## src/design/emr_pkg.sv

```systemverilog
// Package with the sequencer state type and command codes of the ellipse rasterizer.
`default_nettype none

package emr_pkg;

    localparam logic CMD_START = 1'b0;
    localparam logic CMD_NEXT  = 1'b1;

    typedef enum logic [14:0] {
        ST_IDLE    = 15'b000000000000001,
        ST_MUL_RX2 = 15'b000000000000010,
        ST_MUL_RY2 = 15'b000000000000100,
        ST_MUL_GY  = 15'b000000000001000,
        ST_INIT_D  = 15'b000000000010000,
        ST_CHECK   = 15'b000000000100000,
        ST_STEP_A  = 15'b000000001000000,
        ST_STEP_D  = 15'b000000010000000,
        ST_SET_1   = 15'b000000100000000,
        ST_SET_2   = 15'b000001000000000,
        ST_SET_3   = 15'b000010000000000,
        ST_SET_4   = 15'b000100000000000,
        ST_SET_5   = 15'b001000000000000,
        ST_SET_6   = 15'b010000000000000,
        ST_EMIT    = 15'b100000000000000
    } state_t;

endpackage

`default_nettype wire

```

## src/design/emr_mul.sv

```systemverilog
// Shared unsigned multiplier with a registered product.
`default_nettype none

module emr_mul #(
    parameter int OP_W = 26
) (
    input  wire logic                aclk,
    input  wire logic [OP_W-1:0]     op_a,
    input  wire logic [OP_W-1:0]     op_b,
    output logic      [2*OP_W-1:0]   prod
);

    logic [2*OP_W-1:0] prod_reg;

    always_ff @(posedge aclk) begin
        prod_reg <= op_a * op_b;
    end

    assign prod = prod_reg;

endmodule

`default_nettype wire

```

## src/design/emr_core.sv

```systemverilog
// Sequencer and datapath that step the midpoint ellipse walk using the shared multiplier.
`default_nettype none

module emr_core #(
    parameter int COORD_WIDTH  = 12,
    parameter int RADIUS_WIDTH = 11
) (
    input  wire logic                          aclk,
    input  wire logic                          aresetn,
    input  wire logic                          in_valid,
    output logic                               in_ready,
    input  wire logic                          cmd,
    input  wire logic [COORD_WIDTH-1:0]        center_x,
    input  wire logic [COORD_WIDTH-1:0]        center_y,
    input  wire logic [RADIUS_WIDTH-1:0]       radius_x,
    input  wire logic [RADIUS_WIDTH-1:0]       radius_y,
    input  wire logic                          out_free,
    output logic                               res_emit,
    output logic                               res_valid_res,
    output logic [COORD_WIDTH+1:0]             res_x_right,
    output logic [COORD_WIDTH+1:0]             res_x_left,
    output logic [COORD_WIDTH+1:0]             res_y_lower,
    output logic [COORD_WIDTH+1:0]             res_y_upper,
    output logic                               res_last
);

    localparam int OFS_W  = RADIUS_WIDTH + 1;
    localparam int SQ_W   = 2 * RADIUS_WIDTH;
    localparam int MOP_W  = 2 * RADIUS_WIDTH + 4;
    localparam int DEC_W  = 2 * MOP_W;
    localparam int GRAD_W = 3 * RADIUS_WIDTH + 3;
    localparam int OUT_W  = COORD_WIDTH + 2;

    emr_pkg::state_t state_reg, state_next;

    logic [COORD_WIDTH-1:0]  ctr_x_reg, ctr_x_next, ctr_y_reg, ctr_y_next;
    logic [RADIUS_WIDTH-1:0] semi_x_reg, semi_x_next, semi_y_reg, semi_y_next;
    logic [OFS_W-1:0]        ofs_x_reg, ofs_x_next, ofs_y_reg, ofs_y_next;
    logic [SQ_W-1:0]         rx2_reg, rx2_next, ry2_reg, ry2_next;
    logic [DEC_W-1:0]        dec_reg, dec_next;
    logic [GRAD_W-1:0]       gx_reg, gx_next, gy_reg, gy_next;
    logic [MOP_W-1:0]        tmp_reg, tmp_next;
    logic                    r2_reg, r2_next;
    logic                    drawing_reg, drawing_next;
    logic                    null_reg, null_next;
    logic                    mvx_reg, mvx_next, mvy_reg, mvy_next;

    logic [MOP_W-1:0]  mul_a, mul_b;
    logic [DEC_W-1:0]  prod;
    logic [DEC_W-1:0]  prod_x4;
    logic [OFS_W:0]    tx;
    logic [OFS_W-1:0]  ym;
    logic              dec_neg, dec_pos;
    logic              move_x, move_y;
    logic              gx_lt_gy;
    logic [GRAD_W-1:0] ry2_x2, rx2_x2;
    logic [DEC_W-1:0]  ry2_x4, rx2_x4, gx_x4, gy_x4;

    emr_mul #(.OP_W(MOP_W)) u_mul (
        .aclk (aclk),
        .op_a (mul_a),
        .op_b (mul_b),
        .prod (prod)
    );

    assign prod_x4  = {prod[DEC_W-3:0], 2'b00};
    assign tx       = {ofs_x_reg, 1'b1};
    assign ym       = (ofs_y_reg == '0) ? OFS_W'(1) : ofs_y_reg - OFS_W'(1);
    assign dec_neg  = dec_reg[DEC_W-1];
    assign dec_pos  = !dec_reg[DEC_W-1] && (dec_reg != '0);
    assign move_x   = !r2_reg || !dec_pos;
    assign move_y   = r2_reg || !dec_neg;
    assign gx_lt_gy = gx_reg < gy_reg;
    assign ry2_x2   = GRAD_W'({ry2_reg, 1'b0});
    assign rx2_x2   = GRAD_W'({rx2_reg, 1'b0});
    assign ry2_x4   = DEC_W'({ry2_reg, 2'b00});
    assign rx2_x4   = DEC_W'({rx2_reg, 2'b00});
    assign gx_x4    = DEC_W'({gx_reg, 2'b00});
    assign gy_x4    = DEC_W'({gy_reg, 2'b00});

    assign in_ready      = (state_reg == emr_pkg::ST_IDLE);
    assign res_valid_res = !null_reg;
    assign res_x_right   = null_reg ? '0 : OUT_W'(ctr_x_reg) + OUT_W'(ofs_x_reg);
    assign res_x_left    = null_reg ? '0 : OUT_W'(ctr_x_reg) - OUT_W'(ofs_x_reg);
    assign res_y_lower   = null_reg ? '0 : OUT_W'(ctr_y_reg) + OUT_W'(ofs_y_reg);
    assign res_y_upper   = null_reg ? '0 : OUT_W'(ctr_y_reg) - OUT_W'(ofs_y_reg);
    assign res_last      = !null_reg && (ofs_y_reg == '0);

    always_comb begin
        mul_a = '0;
        mul_b = '0;
        case (state_reg)
            emr_pkg::ST_MUL_RX2: begin
                mul_a = MOP_W'(semi_x_reg);
                mul_b = MOP_W'(semi_x_reg);
            end
            emr_pkg::ST_MUL_RY2: begin
                mul_a = MOP_W'(semi_y_reg);
                mul_b = MOP_W'(semi_y_reg);
            end
            emr_pkg::ST_MUL_GY: begin
                mul_a = MOP_W'(rx2_reg);
                mul_b = MOP_W'(semi_y_reg);
            end
            emr_pkg::ST_SET_1: begin
                mul_a = MOP_W'(tx);
                mul_b = MOP_W'(tx);
            end
            emr_pkg::ST_SET_2: begin
                mul_a = MOP_W'(ym);
                mul_b = MOP_W'(ym);
            end
            emr_pkg::ST_SET_3: begin
                mul_a = MOP_W'(ry2_reg);
                mul_b = tmp_reg;
            end
            emr_pkg::ST_SET_4: begin
                mul_a = MOP_W'(rx2_reg);
                mul_b = tmp_reg;
            end
            emr_pkg::ST_SET_5: begin
                mul_a = MOP_W'(rx2_reg);
                mul_b = MOP_W'(ry2_reg);
            end
            default: begin
                mul_a = '0;
                mul_b = '0;
            end
        endcase
    end

    always_comb begin
        state_next   = state_reg;
        ctr_x_next   = ctr_x_reg;
        ctr_y_next   = ctr_y_reg;
        semi_x_next  = semi_x_reg;
        semi_y_next  = semi_y_reg;
        ofs_x_next   = ofs_x_reg;
        ofs_y_next   = ofs_y_reg;
        rx2_next     = rx2_reg;
        ry2_next     = ry2_reg;
        dec_next     = dec_reg;
        gx_next      = gx_reg;
        gy_next      = gy_reg;
        tmp_next     = tmp_reg;
        r2_next      = r2_reg;
        drawing_next = drawing_reg;
        null_next    = null_reg;
        mvx_next     = mvx_reg;
        mvy_next     = mvy_reg;
        res_emit     = 1'b0;
        case (state_reg)
            emr_pkg::ST_IDLE: begin
                if (in_valid) begin
                    if (cmd == emr_pkg::CMD_START) begin
                        ctr_x_next   = center_x;
                        ctr_y_next   = center_y;
                        semi_x_next  = radius_x;
                        semi_y_next  = radius_y;
                        ofs_x_next   = '0;
                        ofs_y_next   = OFS_W'(radius_y);
                        gx_next      = '0;
                        r2_next      = 1'b0;
                        drawing_next = 1'b1;
                        null_next    = 1'b0;
                        state_next   = emr_pkg::ST_MUL_RX2;
                    end else if (drawing_reg) begin
                        null_next  = 1'b0;
                        state_next = emr_pkg::ST_STEP_A;
                    end else begin
                        null_next  = 1'b1;
                        state_next = emr_pkg::ST_EMIT;
                    end
                end
            end
            emr_pkg::ST_MUL_RX2: begin
                state_next = emr_pkg::ST_MUL_RY2;
            end
            emr_pkg::ST_MUL_RY2: begin
                rx2_next   = prod[SQ_W-1:0];
                state_next = emr_pkg::ST_MUL_GY;
            end
            emr_pkg::ST_MUL_GY: begin
                ry2_next   = prod[SQ_W-1:0];
                dec_next   = prod_x4 + DEC_W'(rx2_reg);
                state_next = emr_pkg::ST_INIT_D;
            end
            emr_pkg::ST_INIT_D: begin
                gy_next    = {prod[GRAD_W-2:0], 1'b0};
                dec_next   = dec_reg - prod_x4;
                state_next = emr_pkg::ST_CHECK;
            end
            emr_pkg::ST_CHECK: begin
                state_next = (!r2_reg && !gx_lt_gy) ? emr_pkg::ST_SET_1 : emr_pkg::ST_EMIT;
            end
            emr_pkg::ST_STEP_A: begin
                mvx_next = move_x;
                mvy_next = move_y;
                if (move_x) begin
                    ofs_x_next = ofs_x_reg + OFS_W'(1);
                    gx_next    = gx_reg + ry2_x2;
                end
                if (move_y) begin
                    ofs_y_next = ofs_y_reg - OFS_W'(1);
                    gy_next    = gy_reg - rx2_x2;
                end
                dec_next   = dec_reg + (r2_reg ? rx2_x4 : ry2_x4);
                state_next = emr_pkg::ST_STEP_D;
            end
            emr_pkg::ST_STEP_D: begin
                dec_next = dec_reg + (mvx_reg ? gx_x4 : '0) - (mvy_reg ? gy_x4 : '0);
                if (!r2_reg && !gx_lt_gy) begin
                    state_next = emr_pkg::ST_SET_1;
                end else if (out_free) begin
                    res_emit   = 1'b1;
                    if (ofs_y_reg == '0) begin
                        drawing_next = 1'b0;
                    end
                    state_next = emr_pkg::ST_IDLE;
                end else begin
                    state_next = emr_pkg::ST_EMIT;
                end
            end
            emr_pkg::ST_SET_1: begin
                state_next = emr_pkg::ST_SET_2;
            end
            emr_pkg::ST_SET_2: begin
                tmp_next   = prod[MOP_W-1:0];
                state_next = emr_pkg::ST_SET_3;
            end
            emr_pkg::ST_SET_3: begin
                tmp_next   = prod[MOP_W-1:0];
                state_next = emr_pkg::ST_SET_4;
            end
            emr_pkg::ST_SET_4: begin
                dec_next   = prod;
                state_next = emr_pkg::ST_SET_5;
            end
            emr_pkg::ST_SET_5: begin
                dec_next   = dec_reg + prod_x4;
                state_next = emr_pkg::ST_SET_6;
            end
            emr_pkg::ST_SET_6: begin
                dec_next   = dec_reg - prod_x4;
                r2_next    = 1'b1;
                state_next = emr_pkg::ST_EMIT;
            end
            emr_pkg::ST_EMIT: begin
                if (out_free) begin
                    res_emit = 1'b1;
                    if (!null_reg && (ofs_y_reg == '0)) begin
                        drawing_next = 1'b0;
                    end
                    state_next = emr_pkg::ST_IDLE;
                end
            end
            default: begin
                state_next = emr_pkg::ST_IDLE;
            end
        endcase
    end

    always_ff @(posedge aclk) begin
        if (!aresetn) begin
            state_reg   <= emr_pkg::ST_IDLE;
            ctr_x_reg   <= '0;
            ctr_y_reg   <= '0;
            semi_x_reg  <= '0;
            semi_y_reg  <= '0;
            ofs_x_reg   <= '0;
            ofs_y_reg   <= '0;
            dec_reg     <= '0;
            gx_reg      <= '0;
            gy_reg      <= '0;
            r2_reg      <= 1'b0;
            drawing_reg <= 1'b0;
            null_reg    <= 1'b0;
        end else begin
            state_reg   <= state_next;
            ctr_x_reg   <= ctr_x_next;
            ctr_y_reg   <= ctr_y_next;
            semi_x_reg  <= semi_x_next;
            semi_y_reg  <= semi_y_next;
            ofs_x_reg   <= ofs_x_next;
            ofs_y_reg   <= ofs_y_next;
            dec_reg     <= dec_next;
            gx_reg      <= gx_next;
            gy_reg      <= gy_next;
            r2_reg      <= r2_next;
            drawing_reg <= drawing_next;
            null_reg    <= null_next;
        end
    end

    always_ff @(posedge aclk) begin
        rx2_reg <= rx2_next;
        ry2_reg <= ry2_next;
        tmp_reg <= tmp_next;
        mvx_reg <= mvx_next;
        mvy_reg <= mvy_next;
    end

endmodule

`default_nettype wire

```

## src/design/midpoint_ellipse_rasterizer_top.sv

```systemverilog
// Flow: a next-point transfer steps through ST_STEP_A and ST_STEP_D and then registers its
// result, and the input is ready again once that result is taken into the output register.
// A start transfer first squares the radii and sets up the decision term and gradients;
// entering region two runs the ST_SET_1 to ST_SET_6 states on a start or a next-point transfer.
// The sequencer runs one item at a time; the output register lets a new item enter while a
// result waits. Reset is synchronous and active low and leaves the block idle with no ellipse.
`default_nettype none

module midpoint_ellipse_rasterizer_top #(
    parameter int COORD_WIDTH  = 12,
    parameter int RADIUS_WIDTH = 11
) (
    input  wire logic                          aclk,
    input  wire logic                          aresetn,
    input  wire logic                          s_valid,
    output logic                               s_ready,
    input  wire logic                          s_cmd,
    input  wire logic [COORD_WIDTH-1:0]        s_center_x,
    input  wire logic [COORD_WIDTH-1:0]        s_center_y,
    input  wire logic [RADIUS_WIDTH-1:0]       s_radius_x,
    input  wire logic [RADIUS_WIDTH-1:0]       s_radius_y,
    output logic                               m_valid,
    input  wire logic                          m_ready,
    output logic                               m_valid_res,
    output logic signed [COORD_WIDTH+1:0]      m_x_right,
    output logic signed [COORD_WIDTH+1:0]      m_x_left,
    output logic signed [COORD_WIDTH+1:0]      m_y_lower,
    output logic signed [COORD_WIDTH+1:0]      m_y_upper,
    output logic                               m_last
);

    localparam int OUT_W = COORD_WIDTH + 2;

    logic             out_free;
    logic             res_emit;
    logic             res_valid_res, res_last;
    logic [OUT_W-1:0] res_x_right, res_x_left, res_y_lower, res_y_upper;

    logic             m_valid_reg;
    logic             valid_res_reg, last_reg;
    logic [OUT_W-1:0] x_right_reg, x_left_reg, y_lower_reg, y_upper_reg;

    assign out_free = !m_valid_reg || m_ready;

    emr_core #(
        .COORD_WIDTH  (COORD_WIDTH),
        .RADIUS_WIDTH (RADIUS_WIDTH)
    ) u_core (
        .aclk          (aclk),
        .aresetn       (aresetn),
        .in_valid      (s_valid),
        .in_ready      (s_ready),
        .cmd           (s_cmd),
        .center_x      (s_center_x),
        .center_y      (s_center_y),
        .radius_x      (s_radius_x),
        .radius_y      (s_radius_y),
        .out_free      (out_free),
        .res_emit      (res_emit),
        .res_valid_res (res_valid_res),
        .res_x_right   (res_x_right),
        .res_x_left    (res_x_left),
        .res_y_lower   (res_y_lower),
        .res_y_upper   (res_y_upper),
        .res_last      (res_last)
    );

    always_ff @(posedge aclk) begin
        if (!aresetn) begin
            m_valid_reg <= 1'b0;
        end else if (res_emit) begin
            m_valid_reg <= 1'b1;
        end else if (m_ready) begin
            m_valid_reg <= 1'b0;
        end
    end

    always_ff @(posedge aclk) begin
        if (res_emit) begin
            valid_res_reg <= res_valid_res;
            x_right_reg   <= res_x_right;
            x_left_reg    <= res_x_left;
            y_lower_reg   <= res_y_lower;
            y_upper_reg   <= res_y_upper;
            last_reg      <= res_last;
        end
    end

    assign m_valid     = m_valid_reg;
    assign m_valid_res = valid_res_reg;
    assign m_x_right   = $signed(x_right_reg);
    assign m_x_left    = $signed(x_left_reg);
    assign m_y_lower   = $signed(y_lower_reg);
    assign m_y_upper   = $signed(y_upper_reg);
    assign m_last      = last_reg;

endmodule

`default_nettype wire

```

## config.mk

```make
export PLATFORM = sky130hd
export DESIGN_NAME = midpoint_ellipse_rasterizer_top
export DESIGN_NICKNAME = d
export VERILOG_FILES = /design/src/design/emr_pkg.sv /design/src/design/emr_mul.sv /design/src/design/emr_core.sv /design/src/design/midpoint_ellipse_rasterizer_top.sv
export SDC_FILE = /design/constraint.sdc
export NUM_CORES = 2
export LEC_CHECK = 0
export BUFFER_PORTS_ARGS = -buffer_cell sky130_fd_sc_hd__buf_2
export CAP_MARGIN = 15
export CORE_ASPECT_RATIO = 1.25
export CORE_MARGIN = 2
export CORE_UTILIZATION = 60
export DETAILED_ROUTE_END_ITERATION = 6
export PLACE_DENSITY = 0.79
export SETUP_SLACK_MARGIN = 0.1
export SLEW_MARGIN = 20
export SYNTH_ARGS = -nofsm -noshare
export SYNTH_HDL_FRONTEND = slang
export SYNTH_SLANG_ARGS = --single-unit
```

## constraint.sdc

```tcl
create_clock -name aclk -period 14.3 [get_ports aclk]
set_clock_uncertainty 0.1 [all_clocks]
set_input_delay 2.145 -clock aclk [delete_from_list [all_inputs] [get_ports aclk]]
set_output_delay 2.145 -clock aclk [all_outputs]
set_load 0.05 [all_outputs]
```

### Yosys cells after proc, flatten, opt, wreduce, memory -nomap -nowiden

Index checks and enable logic that the tools add are counted.

| word-level totals | value |
|---|---|
| register bits after elaboration | 395 |
| bits of input ports | 51 |
| output and inout bits | 60 |
| word-level logic and storage cells | 147 |

| cells by class | value |
|---|---|
| add/subtract/negate cells | 14 |
| multiply operators | 1 |
| $lt $le $gt $ge | 1 |
| equality and inequality tests | 24 |
| muxes and demuxes | 47 |
| bitwise gates (word level) | 1 |
| reduce and logical (&&, ||, !) cells | 33 |

Operators with widths:

| cell | number |
|---|---|
| $pmux 52 s6 | 1 |
| $pmux 15 s15 | 1 |
| $add 52x52->52 | 3 |
| $pmux 26 s6 | 1 |
| $mux 36 | 4 |
| $pmux 36 s2 | 2 |
| $pmux 22 s6 | 1 |
| $mux 15 | 7 |
| $sub 52x52->52 | 2 |
| $mux 12 | 7 |
| $mux 38 | 2 |
| $add 52x22->52 | 1 |
| $reduce_bool 52->1 | 1 |
| $mul 22x26->48 | 1 |
| $pmux 12 s2 | 2 |
| $add 36x23->36 | 1 |
| $lt 36x36->1 | 1 |
| $sub 36x23->36 | 1 |
| $add 12x12->13 | 2 |
| $sub 12x12->13 | 2 |
| $mux 24 | 1 |
| $eq 15x1->1 const B | 1 |
| $eq 15x10->1 const B | 1 |
| $eq 15x11->1 const B | 1 |
| 33 further kinds | 74 |

### Longest topological paths before layout

| depth | value |
|---|---|
| depth after elaboration | 6 |
| mapped depth | 40 |

### By module

From an unflattened synthesis, not the netlist that was laid out.

| unflattened totals | value |
|---|---|
| cells, all modules | 6492 |
| area total of the unflattened synthesis | 53755.3 sq um |

Modules (own cells, without submodules):

| module | times used | cells an instance | area an instance (sq um) |
|---|---|---|---|
| emr_core | 1 | 3859 | 28717.5 |
| emr_mul | 1 | 2571 | 23247.3 |
| midpoint_ellipse_rasterizer_top | 1 | 62 | 1790.5 |

### Least setup slack after synthesis

Ideal clock, no wire load.

| path | value |
|---|---|
| path type | register to register |
| start | reg u_core.state_reg[4] |
| end | reg u_core.u_mul.prod_reg[47], in the netlist u_core.u_mul.prod[47] |
| library setup time | 72 ps |
| arrival time | 9806 ps |
| slack | 4322 ps |
| stages on the path, launching flop included | 36 |
| path buffers | 4 |
| clock period less this slack | 9978 ps |
| path through | dfxtp_1 -> buf_6 -> or4_1 -> or4_1 -> nor2_2 -> and4b_1 -> clkbuf_1 -> clkbuf_1 -> a222oi_1 -> nand2_1 -> buf_2 -> nand2_1 -> fa_1 -> inv_1 -> fa_1 -> inv_1 -> fa_1 -> inv_1 -> fa_1 -> fa_1 -> fa_1 -> inv_1 -> fa_1 -> inv_1 -> ha_1 -> a21o_1 -> a21oi_1 -> inv_1 -> a31o_2 -> a2111oi_0 -> a21oi_1 -> a41oi_1 -> o21ai_1 -> a221o_1 -> a21oi_1 -> xnor2_1 |

| on the way | value |
|---|---|
| cells in the longest elaborated chain, start to end | 4 |

Ends and longest elaborated chain:

| what | line | RTL |
|---|---|---|
| from (decl) | emr_core.sv:34 | `emr_pkg::state_t state_reg, state_next;` |
| from (signal assigned) | emr_core.sv:265 | `state_reg <= emr_pkg::ST_IDLE;` |
| from (signal assigned) | emr_core.sv:279 | `state_reg <= state_next;` |
| $eq 15x4->1 (tied with other cells) | emr_core.sv:92 | `case (state_reg)` |
| $reduce_or 3->1 (no line) or $reduce_or 2->1 (tied branches) | -- |  |
| $pmux 22 s6 or $pmux 26 s6 (tied branches) | emr_core.sv:92 |  |
| $mul 22x26->48 * | emr_mul.sv:16 | `prod_reg <= op_a * op_b;` |
| to (signal assigned) | emr_mul.sv:16 |  |
| to (decl) | emr_mul.sv:13 | `logic [2*OP_W-1:0] prod_reg;` |

Mark *: on every way between the ends. The rest lies on a longest branch, timed or not.
A chain may end at the register's enable or synchronous reset.

### Worst setup path in the final report

| path | value |
|---|---|
| start | reg u_core.ofs_y_reg[1] |
| end | reg u_core.u_mul.prod_reg[47], in the netlist u_core.u_mul.prod[47] |

| on the way | value |
|---|---|
| cells in the longest elaborated chain, start to end | 4 |

Ends and longest elaborated chain:

| what | line | RTL |
|---|---|---|
| from (decl) | emr_core.sv:38 | `logic [OFS_W-1:0] ofs_x_reg, ofs_x_next, ofs_y_reg, ofs_y_next;` |
| from (signal assigned) | emr_core.sv:285 | `ofs_y_reg <= ofs_y_next;` |
| $sub 12x1->12 or $logic_not 12->1 (tied branches) | emr_core.sv:68 | `assign ym = (ofs_y_reg == '0) ? OFS_W'(1) : ofs_y_reg - OFS_W'(1);` |
| $mux 12 * | emr_core.sv:68 |  |
| $pmux 22 s6 or $pmux 26 s6 (tied branches) | emr_core.sv:92 |  |
| $mul 22x26->48 * | emr_mul.sv:16 |  |

Marks and branches as above.

==> results.yml <==
run_status:
  status: "complete, but fails checks"
  violations: "design-rule violations"
setup_path:
  worstPathRequired_ns: 14.73
  critical_path_class: "flip-flop to flip-flop"
  rr_worst_depth: 33
  endpoint_kind: "flip-flop"
  slowest_delay_ns: 0.92
  crit_fanout: 23
  reg2reg_slack_ns: 2.43
  rr_endpoint: "u_core.u_mul.prod[47]$_DFF_P_"
  critPathArrivalTime_ns: 12.30
  r2r-start: "u_core.ofs_y_reg[1]$_SDFFE_PN0P_"
  worstSetupStartpointType: "flip-flop"
  crit_slowest_cell: "nand2_1"
detailed_routing:
  vias_per_cell: 6.423
  drt-total-wl_mm: 165.8
  drtAntennaViolNets: 0
  avgRoutedWirePerCell_um: 23.57
  firstDrtPassIters: 7
  drt_iter0_drc: 5216
  drc: 2
  num_vias: 45180
global_routing:
  grt.overflow.total: 0
  grt_max_degree: 80
  grt.total_usage: 0.3922
  grt_pass1_wl_mm: 250.9
  antenna_found_initial: 4
  grt_pass1_vias: 44110
yosys:
  ys.flop_type: "dfxtp_1"
  synth_edf_count: 124
  netlist.area_leader.share: 0.2130
  ys_types: 93
  synth_area_leaders: "fa_1, ha_1, dfxtp_1, edfxtp_1, inv_1"
  yosysWarnings: 0
  async_flop_share: 0
  syn_inst: 5996
  syn_area_per_cell_um2: 8.150
  syn-cell-area_um2: 48870
  ys_ff_latch: 383
  yosysTopAreaCell: "fa_1"
  synth_seq_area_share: 0.1823
clocking:
  htree_levels: 2
  postCtsHoldBufs: 0
  clock-sinks: 383
  cts_resized: 0
  worstSkewPairLatency_ns: 0.63
  clockRootBuffer: "clkbuf_16"
  clkTransAtPathRegs_ns: 0.07
  cts_buffers: 42
  cts_tree: "done"
  post_cts_buffers: 0
  clockBufferDepth: 3
timing:
  rsz0062_at_grt: "no"
  fin_crit_sh: 0.8303
  hold_viol_final: 0
  setup_viol_count_final: 0
  timing.final.ws_setup_ns: 2.426
  slew_headroom: 0.1918
  min_period_ns: 11.87
  tightest_slew_ns: 1.208
  drv_slew: 0
  max_freq_mhz: 84.22
  setup_tns_ns: 0
cells_and_area:
  largest_register_ffs: 52
  area_growth_pct: 5.582
  layout-drive-gt1-share: 0.05252
  finalNetCount: 6917
power:
  combPwrFrac: 0.138
  power.switching_uw: 772.0
  p_sw_frac: 0.2910
  powerDensity_nw_per_um2: 51.42
  p_leak_nw: 23.59
  p_total_mw: 2.653
  p_seq_frac: 0.437
  intPower_mw: 1.881
  ir_worst_vdd_mv: 0.07890
  clkPwrFrac: 0.424
placement:
  place.detailed.hpwl_mm: 129.9
  place_congestion: 0.9995
  place_ws_ns: 2.777
  io_buffers: 108
worst_hold_path:
  worstHoldPathCells: 2
  hp-class: "flip-flop to flip-flop"
  whs_endpoint: "u_core.null_reg$_SDFFE_PN0P_"
  hp-start: "u_core.null_reg$_SDFFE_PN0P_"
floorplanning:
  die_width_um: 259.3
  rows: 117
  die_h_um: 323.1
  core_um2: 81100
  pin_count: 111
  dieArea_um2: 83760
  start_util: 0.6025
job:
  drv_cap: 0
## worst max-delay path: cells and delay by family, from the launching register on
family	cells	cell delay (ns)
simple gates	9	3.21
flops	1	0.37
fa+ha+maj	9	3.65
compound gates	10	3.98
xor+xnor	1	0.14
buf+inv	4	0.29
## logic make-up (layout without fill, tap and decap cells)
logic type               after synthesis  count (layout)  share of synthesized area
AO/OA/AOI/OAI                       1286            1286                     0.1676
XOR/XNOR                             304             304                    0.05449
adder cells (fa/ha/maj)              940             940                     0.3206
buffers and inverters               1142            1105                    0.09013
flip-flops                           383             383                     0.1823
multiplexers                          32              32                   0.006657
other                                  1               5                 0.00007674
AND/OR/NAND/NOR                     1908            1908                     0.1782
## cell usage in the layout, fill, tap and decap left out, drive strengths merged, types with 57 or more instances in the layout
cell    instances
nor2          518
buf           190
dfxtp         259
nand2         765
o21ai         235
fa            520
xor2           83
and2           73
nand3          91
nand4          57
nor3          101
inv           842
a21oi         441
edfxtp        124
ha            420
clkbuf         59
a21o          104
xnor2         221
## layout make-up
cell class,instances,area [um^2]
antenna,3,7.507
clock inverter,19,205.2
timing repair buffer,190,1154
clock buffer,59,1186
inverter,837,3146
tap,1071,1340
sequential,383,8911
multi-input combinational,4472,35650
fill,6988,29510
## routing by layer
metal / global-route usage / up-vias / share of wire
met2: 0.6243 / 2837 / 0.45
met1: 0.4671 / 21640 / 0.35
li1: - / 19900 / -
met3: 0.08588 / 795 / 0.11
met5: 0 / - / 0.00020
met4: 0.2917 / 2 / 0.090
## power by group through the flow
stage	clock [mW]	combinational, mW	sequential (mW)
CTS	1.13	0.360	1.16
finish	1.13	0.367	1.16
detailed placement	0	0.357	1.18
global placement	0	0.353	1.18
global route	1.17	0.397	1.16
floorplan	0	0.250	1.19
## per-stage QoR
step / cells / cell area [um^2] / hold WS [ns] / util
after floorplan: 5997 / 48870 / 0.3064 / -
after global placement: 6952 / 50170 / 0.3411 / 0.6186
after detailed placement: 6953 / 50180 / 0.3550 / 0.6188
after CTS: 7031 / 51570 / 0.3645 / 0.6359
after global routing: 7032 / 51590 / 0.3838 / 0.6361
final: 7034 / 51590 / 0.3621 / 0.6362
## cells in the mapped netlist (12+ instances only)
library cell and count:
a211oi_1 44, a21boi_0 12, a21o_1 104, a21oi_1 440
a221o_1 16, a221oi_1 45, a222oi_1 14, a22o_1 19
a22oi_1 47, a311oi_1 15, a31oi_1 50, and2_1 73
and3_1 56, and4_1 18, buf_1 15, buf_2 62
clkbuf_1 219, dfxtp_1 259, edfxtp_1 124, fa_1 520
ha_1 420, inv_1 834, mux2i_1 28, nand2_1 764
nand2b_1 46, nand3_1 90, nand4_1 56, nor2_1 517
nor2b_1 47, nor3_1 99, nor3b_1 13, nor4_1 29
o211ai_1 26, o21a_1 30, o21ai_0 220, o21ai_1 14
o21bai_1 51, o221ai_1 22, o22ai_1 25, o31ai_1 17
or2_2 14, or3_1 32, or4_1 13, xnor2_1 221
xor2_1 83
## worst max path at each step
stage / startpoint / end / cells after the start
after global placement: u_core.ofs_y_reg[1]$_SDFFE_PN0P_ / u_core.u_mul.prod[47]$_DFF_P_ / 34
final: u_core.ofs_y_reg[1]$_SDFFE_PN0P_ / u_core.u_mul.prod[47]$_DFF_P_ / 33
after global routing: u_core.ofs_y_reg[1]$_SDFFE_PN0P_ / u_core.u_mul.prod[47]$_DFF_P_ / 33
after CTS: u_core.state_reg[4]$_SDFFE_PN0P_ / u_core.u_mul.prod[47]$_DFF_P_ / 32
after floorplan: u_core.state_reg[4]$_SDFFE_PN0P_ / u_core.u_mul.prod[47]$_DFF_P_ / 35
after detailed placement: u_core.state_reg[4]$_SDFFE_PN0P_ / u_core.u_mul.prod[47]$_DFF_P_ / 32
(Power assumes the default switching activity.)
